## src/hw/rtl/tgr_pkg.sv

```systemverilog
// shared types, constants and codes for the touch gesture recognizer
`timescale 1ns / 1ps

package tgr_pkg;

    localparam int COORD_BITS = 13;
    localparam int TIME_BITS  = 32;
    localparam int WIN_BITS   = 16;
    localparam int DIST_BITS  = 2 * COORD_BITS + 1;
    localparam int SQ_BITS    = 2 * COORD_BITS;
    // time, finger count, phase and four coordinates, padded to whole bytes
    localparam int IN_BITS    = ((TIME_BITS + 5 + 4 * COORD_BITS + 7) / 8) * 8;
    localparam int OUT_BITS   = 8;
    localparam int CFG_BITS   = 16;

    localparam logic [COORD_BITS-1:0] TAP_RADIUS_RST      = COORD_BITS'(22);
    localparam logic [COORD_BITS-1:0] SWIPE_DISTANCE_RST  = COORD_BITS'(86);
    localparam logic [WIN_BITS-1:0]   DOUBLE_TAP_RST      = WIN_BITS'(300);
    localparam logic [WIN_BITS-1:0]   LONG_PRESS_RST      = WIN_BITS'(500);

    typedef enum logic [1:0] {
        REG_TAP_RADIUS     = 2'd0,
        REG_SWIPE_DISTANCE = 2'd1,
        REG_DOUBLE_TAP     = 2'd2,
        REG_LONG_PRESS     = 2'd3
    } cfg_reg_t;

    typedef enum logic [2:0] {
        CMD_NONE   = 3'd0,
        CMD_NEXT   = 3'd1,
        CMD_PREV   = 3'd2,
        CMD_RESET  = 3'd3,
        CMD_SWAP   = 3'd4,
        CMD_TOGGLE = 3'd5
    } cmd_t;

    typedef enum logic [2:0] {
        PH_BEGAN      = 3'd0,
        PH_MOVED      = 3'd1,
        PH_STATIONARY = 3'd2,
        PH_ENDED      = 3'd3,
        PH_CANCELED   = 3'd4
    } phase_t;

    typedef struct packed {
        logic [TIME_BITS-1:0]  time_ms;
        logic [1:0]            finger_count;
        logic [2:0]            phase;
        logic [COORD_BITS-1:0] first_x;
        logic [COORD_BITS-1:0] first_y;
        logic [COORD_BITS-1:0] second_x;
        logic [COORD_BITS-1:0] second_y;
    } item_t;

    typedef struct packed {
        logic            has_command;
        logic [2:0]      command_code;
        logic            user_active;
    } result_t;

    typedef struct packed {
        logic [DIST_BITS-2:0]  radius_sq;
        logic [COORD_BITS-1:0] swipe_distance;
        logic [WIN_BITS-1:0]   double_tap_window;
        logic [WIN_BITS-1:0]   long_press_time;
    } cfg_t;

    typedef struct packed {
        logic                  tap_pending;
        logic [TIME_BITS-1:0]  tap_pending_time;
        logic                  skip_next_release;
        logic                  drag_active;
        logic                  finger_held;
        logic                  long_press_done;
        logic [COORD_BITS-1:0] press_x;
        logic [COORD_BITS-1:0] press_y;
        logic [TIME_BITS-1:0]  press_time;
        logic                  pair_active;
        logic                  pair_moved;
        logic [COORD_BITS-1:0] pair_first_x;
        logic [COORD_BITS-1:0] pair_first_y;
        logic [COORD_BITS-1:0] pair_second_x;
        logic [COORD_BITS-1:0] pair_second_y;
    } state_t;

endpackage

```

## src/hw/rtl/tgr_dist.sv

```systemverilog
// squared distance between two points compared against the squared tap radius
`timescale 1ns / 1ps

module tgr_dist
(
    input  logic [tgr_pkg::COORD_BITS-1:0] ax,
    input  logic [tgr_pkg::COORD_BITS-1:0] ay,
    input  logic [tgr_pkg::COORD_BITS-1:0] bx,
    input  logic [tgr_pkg::COORD_BITS-1:0] by,
    input  logic [tgr_pkg::DIST_BITS-2:0]  radius_sq,
    output logic                           beyond
);

    logic [tgr_pkg::COORD_BITS-1:0] abs_dx;
    logic [tgr_pkg::COORD_BITS-1:0] abs_dy;
    logic [tgr_pkg::SQ_BITS-1:0]    sq_dx;
    logic [tgr_pkg::SQ_BITS-1:0]    sq_dy;
    logic [tgr_pkg::DIST_BITS-1:0]  dist_sq;

    always_comb
    begin
        abs_dx  = (ax >= bx) ? ax - bx : bx - ax;
        abs_dy  = (ay >= by) ? ay - by : by - ay;
        sq_dx   = tgr_pkg::SQ_BITS'(abs_dx) * tgr_pkg::SQ_BITS'(abs_dx);
        sq_dy   = tgr_pkg::SQ_BITS'(abs_dy) * tgr_pkg::SQ_BITS'(abs_dy);
        dist_sq = tgr_pkg::DIST_BITS'(sq_dx) + tgr_pkg::DIST_BITS'(sq_dy);
        beyond  = dist_sq > tgr_pkg::DIST_BITS'(radius_sq);
    end

endmodule

```

## src/hw/rtl/tgr_core.sv

```systemverilog
// gesture state register and the per-sample decision logic
`timescale 1ns / 1ps

module tgr_core
(
    input  logic              clk,
    input  logic              rst_n,
    input  logic              advance,
    input  tgr_pkg::item_t    item,
    input  tgr_pkg::cfg_t     cfg,
    output tgr_pkg::result_t  result,
    output tgr_pkg::state_t   state
);

    tgr_pkg::state_t              state_reg;
    tgr_pkg::state_t              state_next;
    tgr_pkg::cmd_t                cmd;
    logic                         active;
    logic                         moved_first;
    logic                         moved_second;
    logic                         moved_press;
    logic [tgr_pkg::TIME_BITS-1:0] tap_elapsed;
    logic [tgr_pkg::COORD_BITS:0]  swipe_dx;
    logic [tgr_pkg::COORD_BITS-1:0] swipe_ax;
    logic [tgr_pkg::COORD_BITS-1:0] swipe_ay;

    tgr_dist u_dist_first
    (
        .ax        (item.first_x),
        .ay        (item.first_y),
        .bx        (state_reg.pair_first_x),
        .by        (state_reg.pair_first_y),
        .radius_sq (cfg.radius_sq),
        .beyond    (moved_first)
    );

    tgr_dist u_dist_second
    (
        .ax        (item.second_x),
        .ay        (item.second_y),
        .bx        (state_reg.pair_second_x),
        .by        (state_reg.pair_second_y),
        .radius_sq (cfg.radius_sq),
        .beyond    (moved_second)
    );

    tgr_dist u_dist_press
    (
        .ax        (item.first_x),
        .ay        (item.first_y),
        .bx        (state_reg.press_x),
        .by        (state_reg.press_y),
        .radius_sq (cfg.radius_sq),
        .beyond    (moved_press)
    );

    always_comb
    begin
        tap_elapsed   = item.time_ms - state_reg.tap_pending_time;
        swipe_dx      = {1'b0, item.first_x} - {1'b0, state_reg.press_x};
        swipe_ax      = swipe_dx[tgr_pkg::COORD_BITS] ?
                        tgr_pkg::COORD_BITS'(-swipe_dx) : swipe_dx[tgr_pkg::COORD_BITS-1:0];
        swipe_ay      = (item.first_y >= state_reg.press_y) ?
                        item.first_y - state_reg.press_y : state_reg.press_y - item.first_y;

        state_next = state_reg;
        cmd        = tgr_pkg::CMD_NONE;
        active     = 1'b0;

        // pending tap expires once the window has passed
        if (state_next.tap_pending &&
            tap_elapsed >= tgr_pkg::TIME_BITS'(cfg.double_tap_window))
        begin
            state_next.tap_pending = 1'b0;
        end

        if (item.finger_count >= 2'd2)
        begin
            active                       = 1'b1;
            state_next.tap_pending       = 1'b0;
            state_next.skip_next_release = 1'b0;
            state_next.drag_active       = 1'b0;
            state_next.finger_held       = 1'b0;
            state_next.long_press_done   = 1'b0;
            if (!state_reg.pair_active)
            begin
                state_next.pair_active   = 1'b1;
                state_next.pair_moved    = 1'b0;
                state_next.pair_first_x  = item.first_x;
                state_next.pair_first_y  = item.first_y;
                state_next.pair_second_x = item.second_x;
                state_next.pair_second_y = item.second_y;
            end
            else if (moved_first || moved_second)
            begin
                state_next.pair_moved = 1'b1;
            end
        end
        else if (state_reg.pair_active)
        begin
            if (!state_reg.pair_moved)
            begin
                cmd = tgr_pkg::CMD_SWAP;
            end
            state_next.pair_active       = 1'b0;
            state_next.pair_moved        = 1'b0;
            state_next.tap_pending       = 1'b0;
            state_next.skip_next_release = 1'b0;
            state_next.drag_active       = 1'b0;
            state_next.finger_held       = 1'b0;
            state_next.long_press_done   = 1'b0;
        end
        else if (item.finger_count == 2'd1)
        begin
            case (item.phase)
                tgr_pkg::PH_BEGAN:
                begin
                    active                     = 1'b1;
                    state_next.press_x         = item.first_x;
                    state_next.press_y         = item.first_y;
                    state_next.press_time      = item.time_ms;
                    state_next.finger_held     = 1'b1;
                    state_next.drag_active     = 1'b0;
                    state_next.long_press_done = 1'b0;
                    // a live pending tap is always inside the window here
                    if (state_next.tap_pending)
                    begin
                        state_next.tap_pending       = 1'b0;
                        state_next.skip_next_release = 1'b1;
                        cmd                          = tgr_pkg::CMD_RESET;
                    end
                end
                tgr_pkg::PH_MOVED:
                begin
                    if (state_reg.drag_active || moved_press)
                    begin
                        state_next.drag_active = 1'b1;
                        state_next.tap_pending = 1'b0;
                    end
                end
                tgr_pkg::PH_ENDED:
                begin
                    if (state_reg.skip_next_release)
                    begin
                        state_next.skip_next_release = 1'b0;
                    end
                    else if (state_reg.long_press_done)
                    begin
                        state_next.long_press_done = 1'b0;
                    end
                    else if (state_reg.drag_active)
                    begin
                        if (swipe_ax >= cfg.swipe_distance && swipe_ax > swipe_ay)
                        begin
                            cmd = (!swipe_dx[tgr_pkg::COORD_BITS] && swipe_dx != '0) ?
                                  tgr_pkg::CMD_NEXT : tgr_pkg::CMD_PREV;
                        end
                    end
                    else if (state_reg.finger_held)
                    begin
                        state_next.tap_pending      = 1'b1;
                        state_next.tap_pending_time = item.time_ms;
                    end
                    state_next.drag_active     = 1'b0;
                    state_next.finger_held     = 1'b0;
                    state_next.long_press_done = 1'b0;
                end
                tgr_pkg::PH_CANCELED:
                begin
                    state_next.tap_pending       = 1'b0;
                    state_next.skip_next_release = 1'b0;
                    state_next.drag_active       = 1'b0;
                    state_next.finger_held       = 1'b0;
                    state_next.long_press_done   = 1'b0;
                end
                default:
                begin
                end
            endcase

            // long press: uses the press time as it stands after the phase action
            if (state_next.finger_held && !state_next.drag_active &&
                !state_next.long_press_done &&
                (item.time_ms - state_next.press_time) >=
                tgr_pkg::TIME_BITS'(cfg.long_press_time))
            begin
                cmd                        = tgr_pkg::CMD_TOGGLE;
                state_next.long_press_done = 1'b1;
                state_next.tap_pending     = 1'b0;
            end
        end

        if (cmd != tgr_pkg::CMD_NONE)
        begin
            active = 1'b1;
        end
        result.has_command  = (cmd != tgr_pkg::CMD_NONE);
        result.command_code = cmd;
        result.user_active  = active;
    end

    always_ff @(posedge clk or negedge rst_n)
    begin
        if (!rst_n)
        begin
            state_reg <= '0;
        end
        else if (advance)
        begin
            state_reg <= state_next;
        end
    end

    assign state = state_reg;

endmodule

```

## src/hw/rtl/touch_gesture_recognizer.sv

```systemverilog
// Touch gesture recognizer: turns one touch sample per request into a
// gesture command and a user-activity flag.
// Input channel s_*: one request per touch poll. Output channel m_*: exactly
// one result per request, in order. Config port: cfg_we with cfg_index
// selects tap_radius, swipe_distance, double_tap_window or long_press_time;
// write only while no request is in flight.
// Path: a request accepted into the input register passes through the gesture
// logic into the output register, which drives m_tvalid and m_tdata.
// Throughput: one request per cycle while m_tready is high. The input
// register feeds the gesture logic (three squared-distance compares, time
// compares) whose result and state update land in the output register and
// the state register together. When m_tready is low the output register
// holds its result, the input register takes one more request, and s_tready
// then drops until m_tready returns. Reset clears all gesture state, loads
// the default thresholds and empties both registers.
`timescale 1ns / 1ps

module touch_gesture_recognizer
(
    input  logic                          clk,
    input  logic                          rst_n,
    input  logic                          s_tvalid,
    output logic                          s_tready,
    // time_ms, finger_count, phase, first_x, first_y, second_x, second_y, zero pad
    input  logic [tgr_pkg::IN_BITS-1:0]   s_tdata,
    output logic                          m_tvalid,
    input  logic                          m_tready,
    // has_command, command_code, user_active, zero pad
    output logic [tgr_pkg::OUT_BITS-1:0]  m_tdata,
    input  logic                          cfg_we,
    input  logic [1:0]                    cfg_index,
    input  logic [tgr_pkg::CFG_BITS-1:0]  cfg_data
);

    localparam int CB = tgr_pkg::COORD_BITS;
    localparam int TB = tgr_pkg::TIME_BITS;

    logic              in_valid_reg;
    logic              in_valid_next;
    tgr_pkg::item_t    in_item_reg;
    logic              out_valid_reg;
    logic              out_valid_next;
    tgr_pkg::result_t  out_result_reg;
    tgr_pkg::result_t  core_result;
    tgr_pkg::state_t   core_state;
    tgr_pkg::cfg_t     cfg_reg;
    tgr_pkg::cfg_t     cfg_next;
    tgr_pkg::item_t    s_item;
    logic              advance;
    logic              s_accept;

    always_comb
    begin
        s_item.time_ms      = s_tdata[TB-1:0];
        s_item.finger_count = s_tdata[TB+1:TB];
        s_item.phase        = s_tdata[TB+4:TB+2];
        s_item.first_x      = s_tdata[TB+5+CB-1:TB+5];
        s_item.first_y      = s_tdata[TB+5+2*CB-1:TB+5+CB];
        s_item.second_x     = s_tdata[TB+5+3*CB-1:TB+5+2*CB];
        s_item.second_y     = s_tdata[TB+5+4*CB-1:TB+5+3*CB];
    end

    assign advance        = in_valid_reg && (!out_valid_reg || m_tready);
    assign s_tready       = !in_valid_reg || advance;
    assign s_accept       = s_tvalid && s_tready;
    assign in_valid_next  = s_accept ? 1'b1 : (advance ? 1'b0 : in_valid_reg);
    assign out_valid_next = advance ? 1'b1 : (m_tready ? 1'b0 : out_valid_reg);

    tgr_core u_core
    (
        .clk     (clk),
        .rst_n   (rst_n),
        .advance (advance),
        .item    (in_item_reg),
        .cfg     (cfg_reg),
        .result  (core_result),
        .state   (core_state)
    );

    // tap radius is held squared so the distance compare needs no extra multiply
    always_comb
    begin
        cfg_next = cfg_reg;
        if (cfg_we)
        begin
            unique case (tgr_pkg::cfg_reg_t'(cfg_index))
                tgr_pkg::REG_TAP_RADIUS:
                    cfg_next.radius_sq = tgr_pkg::SQ_BITS'(cfg_data[CB-1:0]) *
                                         tgr_pkg::SQ_BITS'(cfg_data[CB-1:0]);
                tgr_pkg::REG_SWIPE_DISTANCE:
                    cfg_next.swipe_distance = cfg_data[CB-1:0];
                tgr_pkg::REG_DOUBLE_TAP:
                    cfg_next.double_tap_window = cfg_data;
                tgr_pkg::REG_LONG_PRESS:
                    cfg_next.long_press_time = cfg_data;
                default:
                begin
                end
            endcase
        end
    end

    always_ff @(posedge clk or negedge rst_n)
    begin
        if (!rst_n)
        begin
            in_valid_reg              <= 1'b0;
            out_valid_reg             <= 1'b0;
            cfg_reg.radius_sq         <= tgr_pkg::SQ_BITS'(tgr_pkg::TAP_RADIUS_RST) *
                                         tgr_pkg::SQ_BITS'(tgr_pkg::TAP_RADIUS_RST);
            cfg_reg.swipe_distance    <= tgr_pkg::SWIPE_DISTANCE_RST;
            cfg_reg.double_tap_window <= tgr_pkg::DOUBLE_TAP_RST;
            cfg_reg.long_press_time   <= tgr_pkg::LONG_PRESS_RST;
        end
        else
        begin
            in_valid_reg  <= in_valid_next;
            out_valid_reg <= out_valid_next;
            cfg_reg       <= cfg_next;
        end
    end

    always_ff @(posedge clk)
    begin
        if (s_accept)
        begin
            in_item_reg <= s_item;
        end
        if (advance)
        begin
            out_result_reg <= core_result;
        end
    end

    assign m_tvalid = out_valid_reg;
    assign m_tdata  = {3'b000, out_result_reg.user_active,
                       out_result_reg.command_code, out_result_reg.has_command};

    // a command always counts as activity and carries a nonzero code
    assert property (@(posedge clk) disable iff (!rst_n)
        m_tvalid |-> (m_tdata[0] == (m_tdata[3:1] != tgr_pkg::CMD_NONE)))
        else $error("has_command disagrees with command_code");

    assert property (@(posedge clk) disable iff (!rst_n)
        (m_tvalid && m_tdata[0]) |-> m_tdata[4])
        else $error("command without user activity");

    // single-finger tracking is idle while a two-finger touch is in progress
    assert property (@(posedge clk) disable iff (!rst_n)
        core_state.pair_active |-> (!core_state.drag_active && !core_state.finger_held &&
                                    !core_state.tap_pending && !core_state.long_press_done))
        else $error("single-touch flags set during a pair");

    // a buffered request is never dropped while the output is stalled
    assert property (@(posedge clk) disable iff (!rst_n)
        (in_valid_reg && !advance) |=> in_valid_reg)
        else $error("input register lost a request");

    // a completed request always produces a result next cycle
    assert property (@(posedge clk) disable iff (!rst_n)
        advance |=> m_tvalid)
        else $error("result missing after advance");

endmodule
```

## config.mk

```make
export PLATFORM = sky130hd
export DESIGN_NAME = touch_gesture_recognizer
export DESIGN_NICKNAME = d
export VERILOG_FILES = /design/src/hw/rtl/tgr_pkg.sv /design/src/hw/rtl/tgr_dist.sv /design/src/hw/rtl/tgr_core.sv /design/src/hw/rtl/touch_gesture_recognizer.sv
export SDC_FILE = /design/constraint.sdc
export NUM_CORES = 2
export LEC_CHECK = 0
export BUFFER_PORTS_ARGS = -buffer_cell sky130_fd_sc_hd__buf_4
export CAP_MARGIN = 20
export CORE_UTILIZATION = 55
export CTS_CLUSTER_SIZE = 40
export DETAILED_ROUTE_END_ITERATION = 7
export GPL_ROUTABILITY_DRIVEN = 0
export HOLD_SLACK_MARGIN = 0.06
export PLACE_DENSITY = 0.82
export REMOVE_ABC_BUFFERS = 1
export SYNTH_ARGS = -nofsm -noshare
export SYNTH_HDL_FRONTEND = slang
export SYNTH_SLANG_ARGS = --single-unit
export TNS_END_PERCENT = 10
```

## constraint.sdc

```tcl
create_clock -name clk -period 10.3 [get_ports clk]
set_input_delay 1.03 -clock clk [delete_from_list [all_inputs] [get_ports clk]]
set_output_delay 1.03 -clock clk [all_outputs]
set_load 0.03 [all_outputs]
```

== Word level (Yosys, flattened, before mapping) ==
Cells that the tools add are included.

* Order comparisons: 14
* Mux-type cells: 60
* Reduce and logical (&&, ||, !) cells: 41
* Equality and inequality tests: 10
* Bitwise operators: 5
* $mul: 7
* $add $sub $neg: 19

{| class="wikitable"
|+ Operator list
! cell !! number
|-
| $mux W58 || 4
|-
| $mul A13 B13 Y26 || 7
|-
| $sub A13 B13 Y13 || 12
|-
| $mux W33 || 4
|-
| $mux W95 || 1
|-
| $ge A13 B13 Y1 || 7
|-
| $mux W13 || 7
|-
| $add A26 B26 Y27 || 3
|-
| $gt A27 B26 Y1 || 3
|-
| $ge A32 B16 Y1 || 2
|-
| $sub A32 B32 Y32 || 2
|-
| $mux W32 || 1
|-
| $mux W3 || 9
|-
| $mux W1 || 21
|-
| $reduce_bool A14 Y1 || 1
|-
| $sub A13 B13 Y14 || 1
|-
| $gt A13 B13 Y1 || 1
|-
| $neg A13 Y13 || 1
|-
| $mux W2 || 6
|-
| $reduce_and A2 Y1 || 5
|-
| $reduce_and A9 Y1 || 1
|-
| $logic_and A1 B1 Y1 || 8
|-
| $mux W4 || 2
|-
| $ne A4 B2 Y1 const B || 2
|-
| 24 further kinds || 45
|}

* Bits of input ports: 119
* Register bits after elaboration: 316
* Word-level logic and storage cells: 187

== Logic depth before layout (Yosys ltp) ==
* Word-level depth: 21
* Depth in mapped cells: 51
* Depth with buffers taken out: 50

== Modules after synthesis ==
From an unflattened synthesis, not the netlist that was laid out.

* Cells, all modules: 6756
* Area, all modules: 61272.5 sq um

{| class="wikitable"
|+ Modules (own cells, without submodules)
! module !! times used !! area each (sq um) !! cells each !! seq. area each (sq um)
|-
| tgr_core || 1 || 12992.5 || 1447 || 3728.6
|-
| tgr_dist at u_core.u_dist_first || 1 || 12797.3 || 1492 || 0.0
|-
| tgr_dist at u_core.u_dist_press || 1 || 12684.7 || 1476 || 0.0
|-
| tgr_dist at u_core.u_dist_second || 1 || 12406.9 || 1450 || 0.0
|-
| touch_gesture_recognizer || 1 || 10391.2 || 891 || 4648.2
|}

== Worst setup path before layout ==
OpenSTA, ideal clock, no wires.

* Path kind: register -> register
* Start: register in_item_reg[27] in the netlist's numbering
* End: register out_result_reg, in the netlist m_tdata[2], data pin
* Arrival time: 10.578 ns
* Setup time: 0.256 ns
* Setup slack: -0.534 ns
* Buffers on the path: 1
* Stages on the path, launching flop included: 48
* Period minus slack after synthesis: 10.834 ns
* Cell sequence: edfxtp_1 -> inv_1 -> ha_1 -> nor2b_1 -> o21ai_2 -> a21boi_0 -> o21a_1 -> o21ai_2 -> a211oi_2 -> o311a_2 -> a21oi_4 -> mux2i_1 -> xor2_1 -> clkbuf_1 -> nor2_1 -> fa_1 -> fa_1 -> fa_1 -> [12 not listed] -> o21bai_1 -> a21oi_1 -> o21ai_0 -> nor3_1 -> nor2_1 -> a21o_1 -> a21oi_1 -> xnor2_1 -> ha_1 -> a21oi_1 -> nor2b_1 -> o21ai_0 -> nand3_1 -> a31oi_1 -> a211oi_1 -> o31ai_1 -> and2_1 -> nor3_1

{| class="wikitable"
|+ RTL lines
! element !! line !! source
|-
| start, declared || touch_gesture_recognizer.sv:40 || <nowiki>tgr_pkg::item_t in_item_reg;</nowiki>
|-
| start signal, assigned || touch_gesture_recognizer.sv:127 || <nowiki>in_item_reg <= s_item;</nowiki>
|-
| end signal, assigned || touch_gesture_recognizer.sv:131 || <nowiki>out_result_reg <= core_result;</nowiki>
|-
| end, declared || touch_gesture_recognizer.sv:43 || <nowiki>tgr_pkg::result_t out_result_reg;</nowiki>
|}

== Final worst setup path ==
* Start: register in_item_reg[39] in the netlist's numbering
* End: register out_result_reg, in the netlist m_tdata[4], data pin

* Longest elaborated chain between the ends: 21

{| class="wikitable"
|+ Ends and longest elaborated chain
! element !! line !! source
|-
| $sub A13 B13 Y13 / $ge A13 B13 Y1 (equally long branches) || tgr_dist.sv:22 || <nowiki>abs_dx = (ax >= bx) ? ax - bx : bx - ax;</nowiki>
|-
| $mux W13 || tgr_dist.sv:22 ||
|-
| $mul A13 B13 Y26 || tgr_dist.sv:24 || <nowiki>sq_dx = tgr_pkg::SQ_BITS'(abs_dx) * tgr_pkg::SQ_BITS'(abs_dx);</nowiki>
|-
| $add A26 B26 Y27 || tgr_dist.sv:26 || <nowiki>dist_sq = tgr_pkg::DIST_BITS'(sq_dx) + tgr_pkg::DIST_BITS'(sq_dy);</nowiki>
|-
| $gt A27 B26 Y1 || tgr_dist.sv:27 || <nowiki>beyond = dist_sq > tgr_pkg::DIST_BITS'(radius_sq);</nowiki>
|-
| $logic_or A1 B1 Y1 || tgr_core.sv:135 || <nowiki>if (state_reg.drag_active || moved_press)</nowiki>
|-
| $mux W1 || tgr_core.sv:135 ||
|-
| $pmux W1 S2 || tgr_core.sv:115 || <nowiki>case (item.phase)</nowiki>
|-
| [4 not listed] || - ||
|-
| $logic_and A1 B1 Y1 (2 in a row) || tgr_core.sv:182 || <nowiki>if (state_next.finger_held && !state_next.drag_active &&</nowiki>
|-
| $logic_and A1 B1 Y1 || tgr_core.sv:183 || <nowiki>!state_next.long_press_done &&</nowiki>
|-
| $mux W3 (*) || tgr_core.sv:182 ||
|-
| $mux W3 (*) || tgr_core.sv:113 || <nowiki>else if (item.finger_count == 2'd1)</nowiki>
|-
| $mux W3 (*) || tgr_core.sv:99 || <nowiki>else if (state_reg.pair_active)</nowiki>
|-
| $mux W3 (*) || tgr_core.sv:77 || <nowiki>if (item.finger_count >= 2'd2)</nowiki>
|-
| $reduce_bool A3 Y1 (*) || tgr_core.sv:193 || <nowiki>if (cmd != tgr_pkg::CMD_NONE)</nowiki>
|-
| $reduce_or A2 Y1 (no line) (*) || - ||
|}

Every way passes the cells marked *; elsewhere a longest branch is shown, timed or not. The select of a mux whose other input is x is not followed.
A chain may end at the register's enable or synchronous reset.

==> impl_metrics.csv <==
group,metric,value,unit
timing,finalMaxSlewViolations,0,
synth,ys_types,102,
route,wl_per_cell,18.3,microns
clock_tree,h-tree-depth,2,
die,dieArea,107000,sq um
critical_path,cp_common_cell,"buf_4",
timing,timing.final.crit_share,107,%
synth,async_flop_share,70.2,%
critical_path,r2r-end,"m_tdata[4]",
layout,nets,8760,
clock_tree,cts_max_path_buffers,3,
global_route,gr-total-overflow,0,
timing,max_freq,90.5,MHz
die,die_y,327,microns
critical_path,critPathMaxStageDelay,0.55,ns
run_status,violations,"negative setup slack",
route,wirelength,155,mm
timing,slew_headroom,33.4,%
timing,hold_viol,0,
layout,drive_gt1_share,16.8,%
die,num_rows,118,
synth,synth_area,58200,sq um
timing,worst_pin_slew,0.986,ns
global_route,grt_pass1_vias,50900,
clock_tree,clockRootBuffer,"clkbuf_16",
critical_path,worstSetupEndpointType,"register",
route,drc,0,
synth,synth_ff_type,"dfrtp_1",
timing,final-setup-viol-count,9,
job,maxCapViolCount,0,
critical_path,rr_startpoint,"in_item_reg[39]",
hold_path,hold_path_class,"input port to async pin",
critical_path,critPathMaxFanout,6,
layout,largest_reg_flops,149,
clock_tree,ctsHoldBuffers,0,
synth,ys_top_cells_by_area,"fa_1 29%, ha_1 17%, dfrtp_1 8.7%, inv_1 8.6%, edfxtp_1 4.8%",
clock_tree,cts_made_buffers,41,
critical_path,crit_slowest_cell,"fa_1",
global_route,antenna_found_initial,6,
route,vias_per_cell,5.67,
placement,pre_cts_ws,-0.864,ns
timing,worst_slack,-0.750,ns
critical_path,r2r_setup_slack,-0.75,ns
die,core_area,104000,sq um
synth,syn_avg_cell_area,9.14,sq um
synth,yosysWarnings,0,
global_route,grt_max_degree,96,
clock_tree,cts.clk_slew.worst_paths,0.06,ns
route,vias,47800,
synth,synth_top_area_share,29.1,%
route,drtPass1Iterations,8,
timing,min_period,11.05,ns
critical_path,critPathKind,"register to register",
critical_path,cp.depth,51,
clock_tree,cts_tree,"built",
die,start_util,55.9,%
global_route,grt_first_pass_wirelength,252,mm
synth,synth_edf_count,94,
global_route,grtUsageTotal,29.3,%
critical_path,cp-endpoint,"m_tdata[4]",
run_status,status,"finished with violations",
placement,portBuffers,118,
die,io_pins,129,
clock_tree,clock_sinks,315,
timing,fin_skew,0.0550,ns
timing,hold-worst-slack,0.429,ns
critical_path,critPathRequiredTime,10.64,ns
placement,dp_hpwl,126,mm
route,drtIter0Drc,3458,
critical_path,cp_data_arrival_time,11.39,ns
critical_path,cp-startpoint,"in_item_reg[39]",
synth,syn_inst,6374,
die,die_x,327,microns
critical_path,crit_buf_inv,12,
critical_path,critPathTopFamily,"adder cells",
layout,syn_to_final_growth,15.6,%
timing,rsz0062_at_grt,"yes",
critical_path,worst_setup_path_start_kind,"register",
critical_path,ff2ff_path_depth,51,
synth,synth_seq_cells,315,
clock_tree,clock_latency,0.65,ns
synth,ys_seq_area_share,14.4,%
synth,synth_top_cell_by_area,"fa_1",
route,postRouteAntennaNets,0,
-- cells by family after synthesis --
logic type	after synthesis	synth area share (%)
adder cells (fa/ha/maj)	1620	45.7
buffers and inverters	1533	10.1
AND/OR/NAND/NOR	1479	12.0
AO/OA/AOI/OAI	1067	11.8
flip-flops	315	14.4
XOR/XNOR	224	3.47
multiplexers	135	2.47
other	1	0.00644
-- cell usage in the layout (no fill, tap or decap), drive strengths merged, types with 110 or more instances in the layout --
master / Yosys / final
inv: 1339 / 1348
o21ai: 302 / 302
xnor2: 147 / 147
ha: 773 / 773
a21o: 171 / 171
nor2: 509 / 509
dfrtp: 202 / 202
fa: 847 / 847
a21oi: 264 / 264
nand2b: 110 / 110
nand2: 362 / 362
buf: 47 / 794
-- Yosys cell counts, types with 67 or more instances --
cell type  number
dfrtp_1       202
a21o_1        171
xnor2_1       141
clkbuf_1      145
mux2i_1        67
o21ai_0       294
or2_2          80
nor2_1        505
nand2_1       362
mux2_2         67
nor3_1         87
a21oi_1       258
edfxtp_1       94
fa_1          847
ha_1          773
xor2_1         75
nand2b_1      110
inv_1        1332
-- worst reg2reg max path, delay by kind of cell, from the launching register on --
| family | cells | cell delay [ns] |
|---|---|---|
| adder cells (fa/ha/maj) | 11 | 4.41 |
| AO/OA/AOI/OAI | 20 | 3.46 |
| buffers and inverters | 12 | 1.41 |
| AND/OR/NAND/NOR | 5 | 0.43 |
| flip-flops | 1 | 0.42 |
| XOR/XNOR | 2 | 0.35 |
| multiplexers | 1 | 0.29 |
-- worst min path at each step --
stage	depth (start not counted)	startpoint	slack [ns]	to
5_1_grt	1	rst_n	0.49	cfg_reg[64]
4_1_cts	1	rst_n	0.44	cfg_reg[45]
3_3_place_gp	2	cfg_reg[68]	0.46	cfg_reg[68]
6_report	1	rst_n	0.43	cfg_reg[45]
3_5_place_dp	2	cfg_reg[52]	0.47	cfg_reg[52]
2_1_floorplan	2	u_core.state[148]	0.44	u_core.state[148]
-- final cells by class --
type | count | area (sq um)
Antenna cell | 3 | 7.51
Timing Repair Buffer | 794 | 6230
Inverter | 1340 | 5030
Tap cell | 1380 | 1730
Sequential cell | 315 | 8380
Clock inverter | 25 | 265
Fill cell | 7885 | 36900
Multi-Input combinational cell | 4529 | 44500
Clock buffer | 51 | 1160
-- metrics by stage --
step | cell area, sq um | TNS, ns | cells | utilization (%)
floorplan | 57400 | -6.60 | 6183 | -
global placement | 65200 | -4.43 | 8335 | 62.5
detailed placement | 65200 | -6.80 | 8335 | 62.5
CTS | 67100 | -2.49 | 8430 | 64.4
global route | 67300 | -8.95 | 8434 | 64.6
finish | 67300 | -5.52 | 8437 | 64.6
-- metal layers --
metal / vias up / GRT usage (%) / wire (microns)
li1: 21800 / - / -
met1: 23500 / 34.8 / 58200
met2: 1915 / 49.6 / 74900
met3: 599 / 5.01 / 11000
met4: 4 / 18.0 / 10500
met5: - / 0 / 27
-- what timing repair did --
action	4_1_cts	5_1_grt
pin swaps	44	29
setup endpoints to repair	9	9
resized for setup	81	38
setup buffers	18	3
cloned	1	0
Power is left out: the tool's default activity adds up to more than one toggle a clock period on the data nets, which glitch-free logic cannot reach.
